<file path="src/rtl/beq_pkg.sv">
`timescale 1ns / 1ps
// Shared types, constants and fixed-point helpers for the biquad cascade equalizer.
// Depends on nothing; every other file of the block imports it.
package beq_pkg;

  // Field widths fixed by the interface
  localparam int SAMPLE_BITS = 24;
  localparam int COEF_BITS   = 32;
  localparam int DELAY_BITS  = 40;
  localparam int GUARD_BITS  = 7;
  localparam int NCOEF       = 5;

  // Derived arithmetic widths
  localparam int PROD_W     = COEF_BITS + SAMPLE_BITS;       // exact Q7.49 product
  localparam int PROD_SHIFT = COEF_BITS - 6 - GUARD_BITS;    // product down to Q.30
  localparam int RND_W      = PROD_W - PROD_SHIFT;           // rounded product
  localparam int SUM_W      = DELAY_BITS + 2;                // three-term sum headroom
  localparam int ACC_W      = DELAY_BITS + 1;
  localparam int YW         = DELAY_BITS - GUARD_BITS + 1;   // Q.23 before saturation

  localparam logic signed [PROD_W-1:0]      PROD_HALF  = PROD_W'(1) << (PROD_SHIFT - 1);
  localparam logic signed [ACC_W-1:0]       GUARD_HALF = ACC_W'(1) << (GUARD_BITS - 1);
  localparam logic        [COEF_BITS-1:0]   COEF_ONE   = COEF_BITS'(1) << (COEF_BITS - 6);
  localparam logic signed [DELAY_BITS-1:0]  DLY_MAX    = {1'b0, {(DELAY_BITS-1){1'b1}}};
  localparam logic signed [DELAY_BITS-1:0]  DLY_MIN    = {1'b1, {(DELAY_BITS-1){1'b0}}};
  localparam logic signed [SAMPLE_BITS-1:0] SMP_MAX    = {1'b0, {(SAMPLE_BITS-1){1'b1}}};
  localparam logic signed [SAMPLE_BITS-1:0] SMP_MIN    = {1'b1, {(SAMPLE_BITS-1){1'b0}}};

  // Item modes
  localparam logic MODE_AUDIO = 1'b0;
  localparam logic MODE_COEF  = 1'b1;

  // Coefficient slot that resets to one
  localparam logic [2:0] CI_B0 = 3'd0;

  // Configuration register indexes
  localparam logic CFG_ENABLE   = 1'b0;
  localparam logic CFG_CHAN_CNT = 1'b1;

  // Steps of one cell evaluation; the value also names the coefficient slot read
  typedef enum logic [2:0] {
    STEP_RD = 3'd0,
    STEP_B0 = 3'd1,
    STEP_B1 = 3'd2,
    STEP_B2 = 3'd3,
    STEP_A1 = 3'd4,
    STEP_A2 = 3'd5,
    STEP_WB = 3'd6
  } cell_step_t;

  typedef struct packed {
    logic       active;
    cell_step_t step;
  } cell_ctl_t;

  // Round a full product to Q.30: add half an LSB, floor
  function automatic logic signed [RND_W-1:0] rnd_prod(input logic signed [PROD_W-1:0] p);
    logic signed [PROD_W-1:0] t;
    t = p + PROD_HALF;
    return $signed(t[PROD_W-1:PROD_SHIFT]);
  endfunction

  // Round a Q.30 accumulator to Q.23
  function automatic logic signed [YW-1:0] rnd_guard(input logic signed [DELAY_BITS-1:0] a);
    logic signed [ACC_W-1:0] t;
    t = ACC_W'(a) + GUARD_HALF;
    return $signed(t[ACC_W-1:GUARD_BITS]);
  endfunction

  // Saturate a sum to the delay width
  function automatic logic signed [DELAY_BITS-1:0] sat_dly(input logic signed [SUM_W-1:0] v);
    logic signed [SUM_W-1:0] hi;
    logic signed [SUM_W-1:0] lo;
    hi = SUM_W'(DLY_MAX);
    lo = SUM_W'(DLY_MIN);
    if (v > hi) begin
      return DLY_MAX;
    end else if (v < lo) begin
      return DLY_MIN;
    end else begin
      return $signed(v[DELAY_BITS-1:0]);
    end
  endfunction

  // Saturate a rounded value to the sample width
  function automatic logic signed [SAMPLE_BITS-1:0] sat_smp(input logic signed [YW-1:0] v);
    logic signed [YW-1:0] hi;
    logic signed [YW-1:0] lo;
    hi = YW'(SMP_MAX);
    lo = YW'(SMP_MIN);
    if (v > hi) begin
      return SMP_MAX;
    end else if (v < lo) begin
      return SMP_MIN;
    end else begin
      return $signed(v[SAMPLE_BITS-1:0]);
    end
  endfunction

endpackage

</file>
<file path="src/rtl/biquad_cascade_equalizer_core.sv">
`timescale 1ns / 1ps
// Biquad cascade equalizer: each active channel of an audio frame runs through
// NUM_BANDS transposed direct form II cells whose coefficients and delays sit
// in two synchronous memories. Passthrough bands are skipped and a disabled
// block hands the frame straight to the result; the seven steps per cell and
// channel are set by the single shared multiplier and the one read port of the
// coefficient memory. One item is worked on at a time; the result register
// lets the next item be accepted while a result waits. No clearing pass is
// needed after reset. Depends on beq_pkg and the beq_* modules.
module biquad_cascade_equalizer_core #(
  parameter int NUM_BANDS    = 5,
  parameter int MAX_CHANNELS = 2
) (
  input  logic                                    clk,
  input  logic                                    rst_n,
  input  logic                                    cfg_wr_en,
  input  logic                                    cfg_index,
  input  logic [1:0]                              cfg_data,
  input  logic                                    in_valid,
  output logic                                    in_stall,
  input  logic                                    in_mode,
  input  logic signed [beq_pkg::SAMPLE_BITS-1:0]  in_left_sample,
  input  logic signed [beq_pkg::SAMPLE_BITS-1:0]  in_right_sample,
  input  logic                                    in_end_of_block,
  input  logic [2:0]                              in_band_index,
  input  logic [2:0]                              in_coef_index,
  input  logic signed [beq_pkg::COEF_BITS-1:0]    in_coef_value,
  output logic                                    out_valid,
  input  logic                                    out_stall,
  output logic signed [beq_pkg::SAMPLE_BITS-1:0]  out_left_out,
  output logic signed [beq_pkg::SAMPLE_BITS-1:0]  out_right_out,
  output logic                                    out_end_of_block_out
);
  import beq_pkg::*;

  localparam int BAND_W    = $clog2(NUM_BANDS + 1);
  localparam int BIDX_W    = (NUM_BANDS > 1) ? $clog2(NUM_BANDS) : 1;
  localparam int COEF_AW   = $clog2(NUM_BANDS * NCOEF);
  localparam int DLY_DEPTH = NUM_BANDS * MAX_CHANNELS;
  localparam int DLY_AW    = (DLY_DEPTH > 1) ? $clog2(DLY_DEPTH) : 1;

  typedef enum logic [3:0] {
    ST_IDLE = 4'b0001,
    ST_SCAN = 4'b0010,
    ST_CELL = 4'b0100,
    ST_DONE = 4'b1000
  } state_t;

  state_t                  state_r, state_nxt;
  logic [BAND_W-1:0]       band_r, band_nxt;
  logic                    ch_r, ch_nxt;
  cell_step_t              step_r, step_nxt;
  logic                    last_ch_r;
  logic                    enable_r;
  logic [1:0]              chan_cnt_r;
  logic signed [SAMPLE_BITS-1:0] smp_r [2];
  logic                    eob_r;
  logic                    out_valid_r;
  logic signed [SAMPLE_BITS-1:0] out_left_r;
  logic signed [SAMPLE_BITS-1:0] out_right_r;
  logic                    out_eob_r;

  logic                    in_acc;
  logic                    audio_acc;
  logic                    coef_wr_en;
  logic                    out_load;
  logic [BIDX_W-1:0]       band_idx;
  logic [NUM_BANDS-1:0]    pass;
  logic [COEF_AW-1:0]      coef_rd_addr;
  logic [COEF_BITS-1:0]    coef_rd_data;
  logic [DLY_AW-1:0]       dly_addr;
  logic                    dly_wr_en;
  logic signed [DELAY_BITS-1:0] dly_z1, dly_z2, new_z1, new_z2;
  logic signed [SAMPLE_BITS-1:0] cell_y;
  cell_ctl_t               cell_ctl;
  logic                    cell_last;

  assign in_stall   = (state_r != ST_IDLE);
  assign in_acc     = in_valid && !in_stall;
  assign audio_acc  = in_acc && (in_mode == MODE_AUDIO);
  assign coef_wr_en = in_acc && (in_mode == MODE_COEF);
  assign band_idx   = band_r[BIDX_W-1:0];
  assign out_load   = (state_r == ST_DONE) && (!out_valid_r || !out_stall);
  assign cell_last  = (step_r == STEP_WB) && (ch_r == last_ch_r);

  assign cell_ctl.active = (state_r == ST_CELL);
  assign cell_ctl.step   = step_r;

  assign coef_rd_addr = COEF_AW'(32'(band_r) * NCOEF + 32'(step_r));
  assign dly_addr     = DLY_AW'(32'(band_r) * MAX_CHANNELS + 32'(ch_r));
  assign dly_wr_en    = (state_r == ST_CELL) && (step_r == STEP_WB);

  // Configuration registers
  always_ff @(posedge clk) begin
    if (!rst_n) begin
      enable_r   <= 1'b1;
      chan_cnt_r <= 2'd2;
    end else if (cfg_wr_en) begin
      case (cfg_index)
        CFG_ENABLE:   enable_r   <= cfg_data[0];
        CFG_CHAN_CNT: chan_cnt_r <= cfg_data;
        default: begin
        end
      endcase
    end
  end

  // Sequencer: walk bands, skip passthrough ones, run each active channel
  always_comb begin
    state_nxt = state_r;
    band_nxt  = band_r;
    ch_nxt    = ch_r;
    step_nxt  = step_r;
    case (state_r)
      ST_IDLE: begin
        if (audio_acc) begin
          band_nxt  = '0;
          state_nxt = enable_r ? ST_SCAN : ST_DONE;
        end
      end
      ST_SCAN: begin
        if (band_r == BAND_W'(NUM_BANDS)) begin
          state_nxt = ST_DONE;
        end else if (pass[band_idx]) begin
          band_nxt = band_r + 1'b1;
        end else begin
          state_nxt = ST_CELL;
          ch_nxt    = 1'b0;
          step_nxt  = STEP_RD;
        end
      end
      ST_CELL: begin
        if (step_r == STEP_WB) begin
          step_nxt = STEP_RD;
          if (cell_last) begin
            band_nxt  = band_r + 1'b1;
            state_nxt = ST_SCAN;
          end else begin
            ch_nxt = 1'b1;
          end
        end else begin
          step_nxt = cell_step_t'(step_r + 3'd1);
        end
      end
      ST_DONE: begin
        if (out_load) begin
          state_nxt = ST_IDLE;
        end
      end
      default: begin
        state_nxt = ST_IDLE;
      end
    endcase
  end

  always_ff @(posedge clk) begin
    if (!rst_n) begin
      state_r <= ST_IDLE;
      band_r  <= '0;
      ch_r    <= 1'b0;
      step_r  <= STEP_RD;
    end else begin
      state_r <= state_nxt;
      band_r  <= band_nxt;
      ch_r    <= ch_nxt;
      step_r  <= step_nxt;
    end
  end

  // Frame samples: load on acceptance, replace with each cell output
  always_ff @(posedge clk) begin
    if (audio_acc) begin
      smp_r[0]  <= in_left_sample;
      smp_r[1]  <= in_right_sample;
      eob_r     <= in_end_of_block;
      last_ch_r <= (MAX_CHANNELS > 1) && (chan_cnt_r > 2'd1);
    end else if (dly_wr_en) begin
      smp_r[ch_r] <= cell_y;
    end
  end

  // Result register
  always_ff @(posedge clk) begin
    if (!rst_n) begin
      out_valid_r <= 1'b0;
    end else if (out_load) begin
      out_valid_r <= 1'b1;
    end else if (!out_stall) begin
      out_valid_r <= 1'b0;
    end
  end

  always_ff @(posedge clk) begin
    if (out_load) begin
      out_left_r  <= smp_r[0];
      out_right_r <= smp_r[1];
      out_eob_r   <= eob_r;
    end
  end

  assign out_valid            = out_valid_r;
  assign out_left_out         = out_left_r;
  assign out_right_out        = out_right_r;
  assign out_end_of_block_out = out_eob_r;

  beq_coef_mem #(
    .NUM_BANDS (NUM_BANDS)
  ) u_coef (
    .clk     (clk),
    .rst_n   (rst_n),
    .wr_en   (coef_wr_en),
    .wr_band (in_band_index),
    .wr_k    (in_coef_index),
    .wr_data (in_coef_value),
    .rd_addr (coef_rd_addr),
    .rd_k    (step_r),
    .rd_data (coef_rd_data),
    .pass    (pass)
  );

  beq_delay_mem #(
    .DEPTH (DLY_DEPTH)
  ) u_dly (
    .clk     (clk),
    .rst_n   (rst_n),
    .rd_addr (dly_addr),
    .rd_z1   (dly_z1),
    .rd_z2   (dly_z2),
    .wr_en   (dly_wr_en),
    .wr_addr (dly_addr),
    .wr_z1   (new_z1),
    .wr_z2   (new_z2)
  );

  beq_cell_dp u_dp (
    .clk    (clk),
    .ctl    (cell_ctl),
    .coef   (coef_rd_data),
    .x      (smp_r[ch_r]),
    .z1_in  (dly_z1),
    .z2_in  (dly_z2),
    .y      (cell_y),
    .z1_out (new_z1),
    .z2_out (new_z2)
  );

  // A result appears only out of the done state
  a_out_from_done: assert property (@(posedge clk) disable iff (!rst_n)
    $rose(out_valid_r) |-> $past(state_r == ST_DONE))
    else $error("result raised outside done state");

  // A pending result is never overwritten
  a_done_holds: assert property (@(posedge clk) disable iff (!rst_n)
    (state_r == ST_DONE) && out_valid_r && out_stall |=> (state_r == ST_DONE))
    else $error("done state left while result stalled");

  // Delays of a passthrough band never move
  a_no_skip_write: assert property (@(posedge clk) disable iff (!rst_n)
    dly_wr_en |-> !pass[band_idx])
    else $error("delay written for passthrough band");

  // Cells run only on bands that exist
  a_cell_band: assert property (@(posedge clk) disable iff (!rst_n)
    (state_r == ST_CELL) |-> (band_r < BAND_W'(NUM_BANDS)))
    else $error("cell on band out of range");

  // The right channel is touched only in stereo
  a_mono_right: assert property (@(posedge clk) disable iff (!rst_n)
    (state_r == ST_CELL) |-> (!ch_r || last_ch_r))
    else $error("right channel filtered in mono");

endmodule

</file>
<file path="src/rtl/beq_coef_mem.sv">
`timescale 1ns / 1ps
// Coefficient store: one synchronous memory of NCOEF words per band plus a
// per-word match flag that stands for the reset value. Depends on beq_pkg.
module beq_coef_mem #(
  parameter int NUM_BANDS = 5,
  localparam int AW = $clog2(NUM_BANDS * beq_pkg::NCOEF)
) (
  input  logic                           clk,
  input  logic                           rst_n,
  input  logic                           wr_en,
  input  logic [2:0]                     wr_band,
  input  logic [2:0]                     wr_k,
  input  logic [beq_pkg::COEF_BITS-1:0]  wr_data,
  input  logic [AW-1:0]                  rd_addr,
  input  logic [2:0]                     rd_k,
  output logic [beq_pkg::COEF_BITS-1:0]  rd_data,
  output logic [NUM_BANDS-1:0]           pass
);
  import beq_pkg::*;

  localparam int DEPTH = NUM_BANDS * NCOEF;

  logic [COEF_BITS-1:0] mem [DEPTH];
  logic [DEPTH-1:0]     match_r;
  logic [COEF_BITS-1:0] mem_q;
  logic                 match_q;
  logic                 k0_q;
  logic                 wr_ok;
  logic [AW-1:0]        wr_addr;
  logic                 wr_match;

  // Drop writes outside the table
  assign wr_ok   = wr_en && (32'(wr_band) < NUM_BANDS) && (32'(wr_k) < NCOEF);
  assign wr_addr = AW'(32'(wr_band) * NCOEF + 32'(wr_k));
  assign wr_match = (wr_k == CI_B0) ? (wr_data == COEF_ONE) : (wr_data == '0);

  // Memory write and registered read
  always_ff @(posedge clk) begin
    if (wr_ok) begin
      mem[wr_addr] <= wr_data;
    end
    mem_q <= mem[rd_addr];
  end

  // Flag words that hold their reset value; a flagged word never reads the array
  always_ff @(posedge clk) begin
    if (!rst_n) begin
      match_r <= '1;
    end else if (wr_ok) begin
      match_r[wr_addr] <= wr_match;
    end
  end

  always_ff @(posedge clk) begin
    match_q <= match_r[rd_addr];
    k0_q    <= (rd_k == CI_B0);
  end

  assign rd_data = match_q ? (k0_q ? COEF_ONE : '0) : mem_q;

  // A band is passthrough when all its words hold the reset value
  for (genvar b = 0; b < NUM_BANDS; b++) begin : g_pass
    assign pass[b] = &match_r[b*NCOEF +: NCOEF];
  end

endmodule

</file>
<file path="src/rtl/beq_delay_mem.sv">
`timescale 1ns / 1ps
// Delay store: both delay values of one band and channel in one word of a
// synchronous memory, with a valid bit per word. Depends on beq_pkg.
module beq_delay_mem #(
  parameter int DEPTH = 10,
  localparam int AW = (DEPTH > 1) ? $clog2(DEPTH) : 1
) (
  input  logic                                   clk,
  input  logic                                   rst_n,
  input  logic [AW-1:0]                          rd_addr,
  output logic signed [beq_pkg::DELAY_BITS-1:0]  rd_z1,
  output logic signed [beq_pkg::DELAY_BITS-1:0]  rd_z2,
  input  logic                                   wr_en,
  input  logic [AW-1:0]                          wr_addr,
  input  logic signed [beq_pkg::DELAY_BITS-1:0]  wr_z1,
  input  logic signed [beq_pkg::DELAY_BITS-1:0]  wr_z2
);
  import beq_pkg::*;

  logic [2*DELAY_BITS-1:0] mem [DEPTH];
  logic [DEPTH-1:0]        vld_r;
  logic [2*DELAY_BITS-1:0] mem_q;
  logic                    vld_q;

  // Memory write and registered read
  always_ff @(posedge clk) begin
    if (wr_en) begin
      mem[wr_addr] <= {wr_z1, wr_z2};
    end
    mem_q <= mem[rd_addr];
  end

  // Words never written read as zero
  always_ff @(posedge clk) begin
    if (!rst_n) begin
      vld_r <= '0;
    end else if (wr_en) begin
      vld_r[wr_addr] <= 1'b1;
    end
  end

  always_ff @(posedge clk) begin
    vld_q <= vld_r[rd_addr];
  end

  assign rd_z1 = vld_q ? $signed(mem_q[2*DELAY_BITS-1:DELAY_BITS]) : '0;
  assign rd_z2 = vld_q ? $signed(mem_q[DELAY_BITS-1:0]) : '0;

endmodule

</file>
<file path="src/rtl/beq_cell_dp.sv">
`timescale 1ns / 1ps
// Cell datapath: one shared multiplier with a product register, stepping
// through the five products of a transposed direct form II cell. Depends on beq_pkg.
module beq_cell_dp (
  input  logic                                    clk,
  input  beq_pkg::cell_ctl_t                      ctl,
  input  logic [beq_pkg::COEF_BITS-1:0]           coef,
  input  logic signed [beq_pkg::SAMPLE_BITS-1:0]  x,
  input  logic signed [beq_pkg::DELAY_BITS-1:0]   z1_in,
  input  logic signed [beq_pkg::DELAY_BITS-1:0]   z2_in,
  output logic signed [beq_pkg::SAMPLE_BITS-1:0]  y,
  output logic signed [beq_pkg::DELAY_BITS-1:0]   z1_out,
  output logic signed [beq_pkg::DELAY_BITS-1:0]   z2_out
);
  import beq_pkg::*;

  logic signed [PROD_W-1:0]      prod_r;
  logic signed [PROD_W-1:0]      mul_full;
  logic signed [SAMPLE_BITS-1:0] opnd;
  logic signed [RND_W-1:0]       prod_rnd;
  logic signed [DELAY_BITS-1:0]  z1_r;
  logic signed [DELAY_BITS-1:0]  z2_r;
  logic signed [DELAY_BITS-1:0]  acc_r;
  logic signed [SAMPLE_BITS-1:0] y_r;
  logic signed [RND_W-1:0]       t1_r;
  logic signed [RND_W-1:0]       t2_r;
  logic signed [DELAY_BITS-1:0]  z1n_r;
  logic signed [SUM_W-1:0]       acc_sum;
  logic signed [SUM_W-1:0]       z1_sum;
  logic signed [SUM_W-1:0]       z2_sum;

  // Feed-forward products take the input, feedback products the cell output
  assign opnd     = (ctl.step == STEP_A1 || ctl.step == STEP_A2) ? y_r : x;
  assign mul_full = $signed(coef) * opnd;
  assign prod_rnd = rnd_prod(prod_r);

  assign acc_sum = SUM_W'(prod_rnd) + SUM_W'(z1_r);
  assign z1_sum  = SUM_W'(t1_r) - SUM_W'(prod_rnd) + SUM_W'(z2_r);
  assign z2_sum  = SUM_W'(t2_r) - SUM_W'(prod_rnd);

  // Step through one cell
  always_ff @(posedge clk) begin
    if (ctl.active) begin
      case (ctl.step)
        STEP_B0: begin
          prod_r <= mul_full;
          z1_r   <= z1_in;
          z2_r   <= z2_in;
        end
        STEP_B1: begin
          acc_r  <= sat_dly(acc_sum);
          prod_r <= mul_full;
        end
        STEP_B2: begin
          y_r    <= sat_smp(rnd_guard(acc_r));
          t1_r   <= prod_rnd;
          prod_r <= mul_full;
        end
        STEP_A1: begin
          t2_r   <= prod_rnd;
          prod_r <= mul_full;
        end
        STEP_A2: begin
          z1n_r  <= sat_dly(z1_sum);
          prod_r <= mul_full;
        end
        default: begin
        end
      endcase
    end
  end

  assign y      = y_r;
  assign z1_out = z1n_r;
  assign z2_out = sat_dly(z2_sum);

endmodule
</file>
<file path="config.mk">
export PLATFORM = sky130hd
export DESIGN_NAME = biquad_cascade_equalizer_core
export DESIGN_NICKNAME = d
export VERILOG_FILES = /design/src/rtl/beq_pkg.sv /design/src/rtl/biquad_cascade_equalizer_core.sv /design/src/rtl/beq_coef_mem.sv /design/src/rtl/beq_delay_mem.sv /design/src/rtl/beq_cell_dp.sv
export SDC_FILE = /design/constraint.sdc
export NUM_CORES = 2
export LEC_CHECK = 0
export BUFFER_PORTS_ARGS = -buffer_cell sky130_fd_sc_hd__buf_2
export CORE_ASPECT_RATIO = 1.1
export CORE_MARGIN = 5
export CORE_UTILIZATION = 25
export CTS_CLUSTER_DIAMETER = 30
export DETAILED_ROUTE_END_ITERATION = 6
export PLACE_DENSITY = 0.51
export SYNTH_ARGS = -nofsm -noshare
export SYNTH_HDL_FRONTEND = slang
export SYNTH_HIERARCHICAL = 1
export SYNTH_SLANG_ARGS = --single-unit
</file>
<file path="constraint.sdc">
create_clock -name clk -period 9.2 [get_ports clk]
set_input_delay 0.46 -clock clk [delete_from_list [all_inputs] [get_ports clk]]
set_output_delay 0.46 -clock clk [all_outputs]
set_load 0.05 [all_outputs]
</file>
; Word-level counts from Yosys, hierarchy flattened
; Memory sizes are Yosys's and may differ from the RTL's. A register that Yosys moved wholly into a read port is not among the register bits.
; Cells that the tools add are included.
[totals]
ramBits = 1648
ff_bits = 370
n_memories = 3
[classes]
muxes = 58
reduce_logical = 39
bitwise = 3
eq_ne = 24
magnitude_cmp = 17
multipliers = 3
add_sub_neg = 11
[mem_list]
columns = memory, words, width, read_ports, rd_clocked_by_memory_dff, wr, line_no
row1 = u_coef.mem, 25, 32, 1, 1, 1, beq_coef_mem.sv:23  ; logic [COEF_BITS-1:0] mem [DEPTH];
row2 = u_dly.mem, 10, 80, 1, 1, 1, beq_delay_mem.sv:20  ; logic [2*DELAY_BITS-1:0] mem [DEPTH];
row3 = smp_r, 2, 24, 3, 3, 2, biquad_cascade_equalizer_core.sv:56  ; logic signed [SAMPLE_BITS-1:0] smp_r [2];
[ops]
columns = cell, n
row1 = $mux 40, 4
row2 = $gt 42x40->1 const B, 3
row3 = $lt 42x40->1 const B, 3
row4 = $sub 37x37->38, 2
row5 = $mux 24, 3
row6 = $add 56x20->56 const B, 1
row7 = $mul 32x24->56, 1
row8 = $add 37x40->41, 1
row9 = $add 38x40->41, 1
row10 = $add 40x8->41 const B, 1
row11 = $reduce_and 5->1, 7
row12 = $gt 34x24->1 const B, 1
row13 = $lt 34x24->1 const B, 1
row14 = $eq 32x27->1 const B, 1
row15 = $logic_not 32->1, 1
row16 = $mux 32, 1
row17 = $mux 4, 7
row18 = $mux 27, 1
row19 = $bwmux 25, 1
row20 = $mux 1, 24
row21 = $mux 3, 8
row22 = $reduce_or 24->1, 1
row23 = $pmux 4 s4, 1
row24 = $reduce_and 2->1, 8
row25 = other kinds (42), 72

; Logic depth before layout (Yosys ltp)
[depth]
depth_word = 8
mapped_depth = 32
depth_no_buf = 28

; Hierarchy
; Netlist, hierarchy kept.
[modules_own_cells]
columns = mod, cells_per_inst, n_inst, seq_area_each_um2, area_per_inst_um2
row1 = beq_cell_dp, 4473, 1, 8708.4, 44412.6
row2 = beq_delay_mem, 1836, 1, 25844.8, 33831.2
row3 = beq_coef_mem, 1525, 1, 25204.2, 32718.9
row4 = biquad_cascade_equalizer_core, 315, 1, 3273.1, 4971.0

; Worst setup path before layout
; No wires, ideal clock.
[synth_path]
path_kind = reg-to-reg
from = reg state_r[0]
to = mem u_dly/mem[1][0] in the netlist's numbering (enable)
path_stages_with_launch = 7
setup_slack_ps = -646
path_buffers = 2
t_required_ps = 8482
setup_ps = 718
t_arrival_ps = 9128
period_less_slack_ps = 9846
cell_sequence = dfxtp_1 > buf_6 > or4b_1 > buf_2 > nor3_4 > nand2_1 > nor4_1
[synth_via]
elab_chain_len = 4
[synth_lines]
columns = element, line_no
row1 = from (decl), biquad_cascade_equalizer_core.sv:49  ; state_t state_r, state_nxt;
row2 = from (signal assigned), biquad_cascade_equalizer_core.sv:163  ; state_r <= state_nxt;
row3 = $eq 4x3->1, biquad_cascade_equalizer_core.sv:91  ; assign dly_wr_en = (state_r == ST_CELL) && (step_r == STEP_WB);
row4 = $logic_and 1x1->1, biquad_cascade_equalizer_core.sv:91
row5 = via dly_wr_en, biquad_cascade_equalizer_core.sv:72  ; logic dly_wr_en;
row6 = $mux 1, beq_delay_mem.sv:27  ; if (wr_en) begin
row7 = $mux 1 (implied by the code), beq_delay_mem.sv:28  ; mem[wr_addr] <= {wr_z1, wr_z2};
row8 = to (decl), beq_delay_mem.sv:20
; The timed path passes the listed nets, and every way through them passes these cells.

; Worst setup path in the final report
[layout_path]
from = reg u_coef.match_q
to = reg u_dp.prod_r[52], data pin
[layout_via]
elab_chain_len = 2
[layout_lines]
columns = element, line_no
row1 = from (decl), beq_coef_mem.sv:26  ; logic match_q;
row2 = from (signal assigned), beq_coef_mem.sv:55  ; match_q <= match_r[rd_addr];
row3 = $mux 32, beq_coef_mem.sv:59  ; assign rd_data = match_q ? (k0_q ? COEF_ONE : '0) : mem_q;
row4 = via coef_rd_data[9], biquad_cascade_equalizer_core.sv:70  ; logic [COEF_BITS-1:0] coef_rd_data;
row5 = $mul 32x24->56, beq_cell_dp.sv:34  ; assign mul_full = $signed(coef) * opnd;
row6 = via u_dp.mul_full[52], beq_cell_dp.sv:18  ; logic signed [PROD_W-1:0] mul_full;
row7 = to (signal assigned), beq_cell_dp.sv:46  ; prod_r <= mul_full;
row8 = to (signal assigned), beq_cell_dp.sv:52  ; prod_r <= mul_full;
row9 = to (signal assigned), beq_cell_dp.sv:57  ; prod_r <= mul_full;
row10 = to (decl), beq_cell_dp.sv:17  ; logic signed [PROD_W-1:0] prod_r;
; The timed path passes the listed nets, and every way through them passes these cells.
; A chain may end at the register's enable or synchronous reset.

==> flow_summary.toml <==
[run_status]
outcome = "complete, no violations"

[die]
num_rows = 262
die_w_um = 659
design.core.area_mm2 = 0.463
start_util_pct = 25.1
die_y_um = 724
die_area_mm2 = 0.477
pin_count = 147

[sta]
rsz0062_at_grt = "false"
slew_violations = 0
fin_crit_ns = 8.78
fmax_mhz = 114
hold_viol = 0
slew_headroom_pct = 16.0
period_share_pct = 95.4
fin_setup_tns_ns = 0
setup_viol_count_final = 0
final.setup_skew_ns = 0.0818
worst_pin_slew_ns = 1.26

[synthesis]
synthFlopType = "edfxtp_1"
post_synth.cell_area_avg_um2 = 14.2
synth-seq-cells = 2154
synth-edff-count = 1989
netlist_area_mm2 = 0.116
synth_warnings = 6
synth_cell_type_count = 103
syn-num-nets = 9355
syn_inst = 8149
seq_area_frac_synth_pct = 54.4
synthArstFlopShare_pct = 0

[critical_path]
worstPathArrival_ns = 9.40
worstPathRequired_ns = 9.82
start_kind = "flop"
crit_chain = "nor2b_2 > and2_1 > fa_1 > inv_1 > fa_1 > inv_1 > fa_1 > fa_1 > fa_1 > fa_1 > inv_1 > fa_1 > inv_1 > ha_1 > nand4_1 > a211oi_1 > or3_1 > a311o_1 > a211oi_2 > o21ai_2 > a41oi_2 > xnor2_1"
slowest_delay_ns = 1.10
crit_top_cell = "fa_1"
crit_path_end_kind = "flop"
crit_fanout = 32
worstSetupPathType = "flop to flop"
crit_slowest_cell = "dfxtp_2"

[global_route]
globalRouteTotalUtil_pct = 13.5
grt_max_degree = 167
grt_pass1_wl_um = 487000
grt.overflow.total = 0
grt_antenna_before_repair = 29
grt_pass1_vias = 73800

[route]
drt_wl_total_um = 328000
wl_per_cell_um = 21.6
first_iter_violations = 4725
firstDrtPassIters = 6
viasPerCell = 4.53
route.vias.total = 68600
postRouteAntennaNets = 0
drc = 0

[clock_network]
cts_buffers = 378
cts_tree = "done"
ctsHtreeMaxLevel = 5
clockBufferDepth = 4
cts_setup_buffers = 0
root_buffer = "clkbuf_16"
clk_latency_ns = 0.93
cts_sinks = 2154
clk_pin_slew_worst_paths_ns = 0.05

[placement]
dp_hpwl_um = 216000
gp_congestion = 0.887
io_buffers = 146

[final_layout]
area_delta_synth_final_pct = 19.8
fin_nets = 9798
regArea_mm2 = 0.0630
drive_gt1_share_pct = 18.5
fillers = 45800
multi_input_area_mm2 = 0.0483

[pwr]
p_leak_nw = 50.3
power.total_w = 0.0413
ir_drop_mv = 0.591
power_density_mw_per_mm2 = 297

[job]
maxCapViolCount = 0

[min_path]
hold_class = "input pin to flop"
stage by stage:
stage                     util, %  cell area, um2  std cells  setup slack, ns  hold WS [ns]
after floorplan                 -          116000       8149            0.913         0.400
after global placement       27.0          125000      14300            0.268         0.416
after detailed placement     27.0          125000      14300            0.264         0.405
after CTS                    30.0          139000      15100            0.254       0.00321
after global routing         30.0          139000      15100          0.00564        0.0646
final                        30.0          139000      15100            0.422        0.0924
area by class of cell:
| cell class | count | area share (%) |
|---|---|---|
| tap | 6204 | 5.59 |
| clock buffer | 426 | 7.10 |
| timing repair buffer | 443 | 2.40 |
| antenna | 18 | 0.0324 |
| multi-input combinational | 4749 | 34.8 |
| inverter | 866 | 2.34 |
| clock inverter | 278 | 2.35 |
| sequential | 2154 | 45.4 |
worst max-delay path, delay by kind of cell (launching register included):
kind	cells	cell delay, ns
AND/OR/NAND/NOR	4	1.40
adder cells (fa/ha/maj)	8	4.15
flip-flops	1	1.10
AO/OA/AOI/OAI	5	1.41
buffers and inverters	4	0.21
XOR/XNOR	1	0.15
flip-flops by register name, summed over array words and instances (netlist names), 10 cells and up, named ones only:
| name | cells |
|---|---|
| u_dp/t2_r | 37 |
| u_dp/acc_r | 34 |
| u_dp/z1_out | 40 |
| u_coef/mem | 800 |
| u_dp/y | 24 |
| smp_r | 48 |
| u_coef/mem_q | 32 |
| u_dp/z2_r | 40 |
| u_dp/t1_r | 37 |
| u_dly/mem | 800 |
| u_coef/match_r | 25 |
| out_left_out | 24 |
| out_right_out | 24 |
| u_dly/mem_q | 80 |
| u_dp/z1_r | 40 |
| u_dp/prod_r | 38 |
| u_dly/vld_r | 10 |
final timing paths:
path                          start                             end  slack [ns]  cells past startpoint
max          u_coef/match_q$_DFF_P_       u_dp/prod_r[52]$_DFFE_PP_        0.42                     22
min               in_coef_value[21]     u_coef/mem[4][21]$_DFFE_PP_        0.09                      1
max reg2reg  u_coef/match_q$_DFF_P_       u_dp/prod_r[52]$_DFFE_PP_        0.42                     22
min reg2reg         eob_r$_DFFE_PP_  out_end_of_block_out$_DFFE_PP_        0.42                      0
cell usage after synthesis, types with 63 or more instances:
cell type / n / area, um2
edfxtp_1: 1989 / 59700
inv_1: 865 / 3250
fa_1: 826 / 16500
nand2_1: 631 / 2370
and2_1: 393 / 2460
ha_1: 284 / 3550
clkbuf_1: 263 / 987
mux2_2: 251 / 2830
a21oi_1: 224 / 1120
mux2i_1: 210 / 2100
mux4_2: 199 / 4480
dfxtp_1: 165 / 3300
nor2_1: 163 / 612
nor2b_1: 153 / 957
xnor2_1: 135 / 1180
o21ai_0: 133 / 666
o22ai_1: 105 / 657
a21o_1: 89 / 668
mux2_1: 83 / 935
xor2_1: 82 / 718
a22o_1: 81 / 709
nand3_1: 63 / 315
timing repair:
action | in CTS | in global routing
hold endpoints to repair | 611 | 0
hold buffers | 84 | 0
setup endpoints to repair | 0 | 3
gates resized for setup | 0 | 2
layer usage:
| metal | wire (um) | vias up | part of all wire (%) | GRT usage, % |
|---|---|---|---|---|
| met5 | 175 | - | 0.053 | 0 |
| met4 | 10700 | 28 | 3.3 | 4.40 |
| met1 | 139000 | 36100 | 43 | 17.4 |
| met2 | 160000 | 1867 | 49 | 23.0 |
| li1 | - | 30000 | - | - |
| met3 | 17300 | 571 | 5.3 | 2.17 |
logic make-up (layout without fill, tap and decap cells):
kind of cell,after synthesis,after routing,synth area share [%]
other,0,18,0
buffers and inverters,1246,2013,4.40
adders and majority gates,1114,1114,17.4
xor gates and xnor gates,220,220,1.68
and+or+nand+nor,1662,1662,7.28
DFF,2154,2154,54.4
muxes,748,748,8.99
AOI/OAI and AO/OA,1005,1005,5.92
power breakdown:
part           leakage, nW  total, W  switching (W)  internal [W]
combinational         24.8    0.0157        0.00949       0.00618
sequential            19.3    0.0115       0.000127        0.0113
clock                 6.27    0.0142        0.00511       0.00906
placed cells by master, fill, tap and decap left out, types with 84 or more instances in the layout:
cell type,n
edfxtp_1,1989
inv_1,864
fa_1,826
nand2_1,629
and2_1,393
clkbuf_16,384
ha_1,282
mux2_2,251
a21oi_1,223
mux2i_1,207
buf_4,200
mux4_2,199
dfxtp_1,161
nor2_1,151
buf_2,146
xnor2_1,133
o21ai_0,133
nor2b_1,123
o22ai_1,105
a21o_1,89
dlygate4sd3_1,84
(Power assumes the default switching activity.)
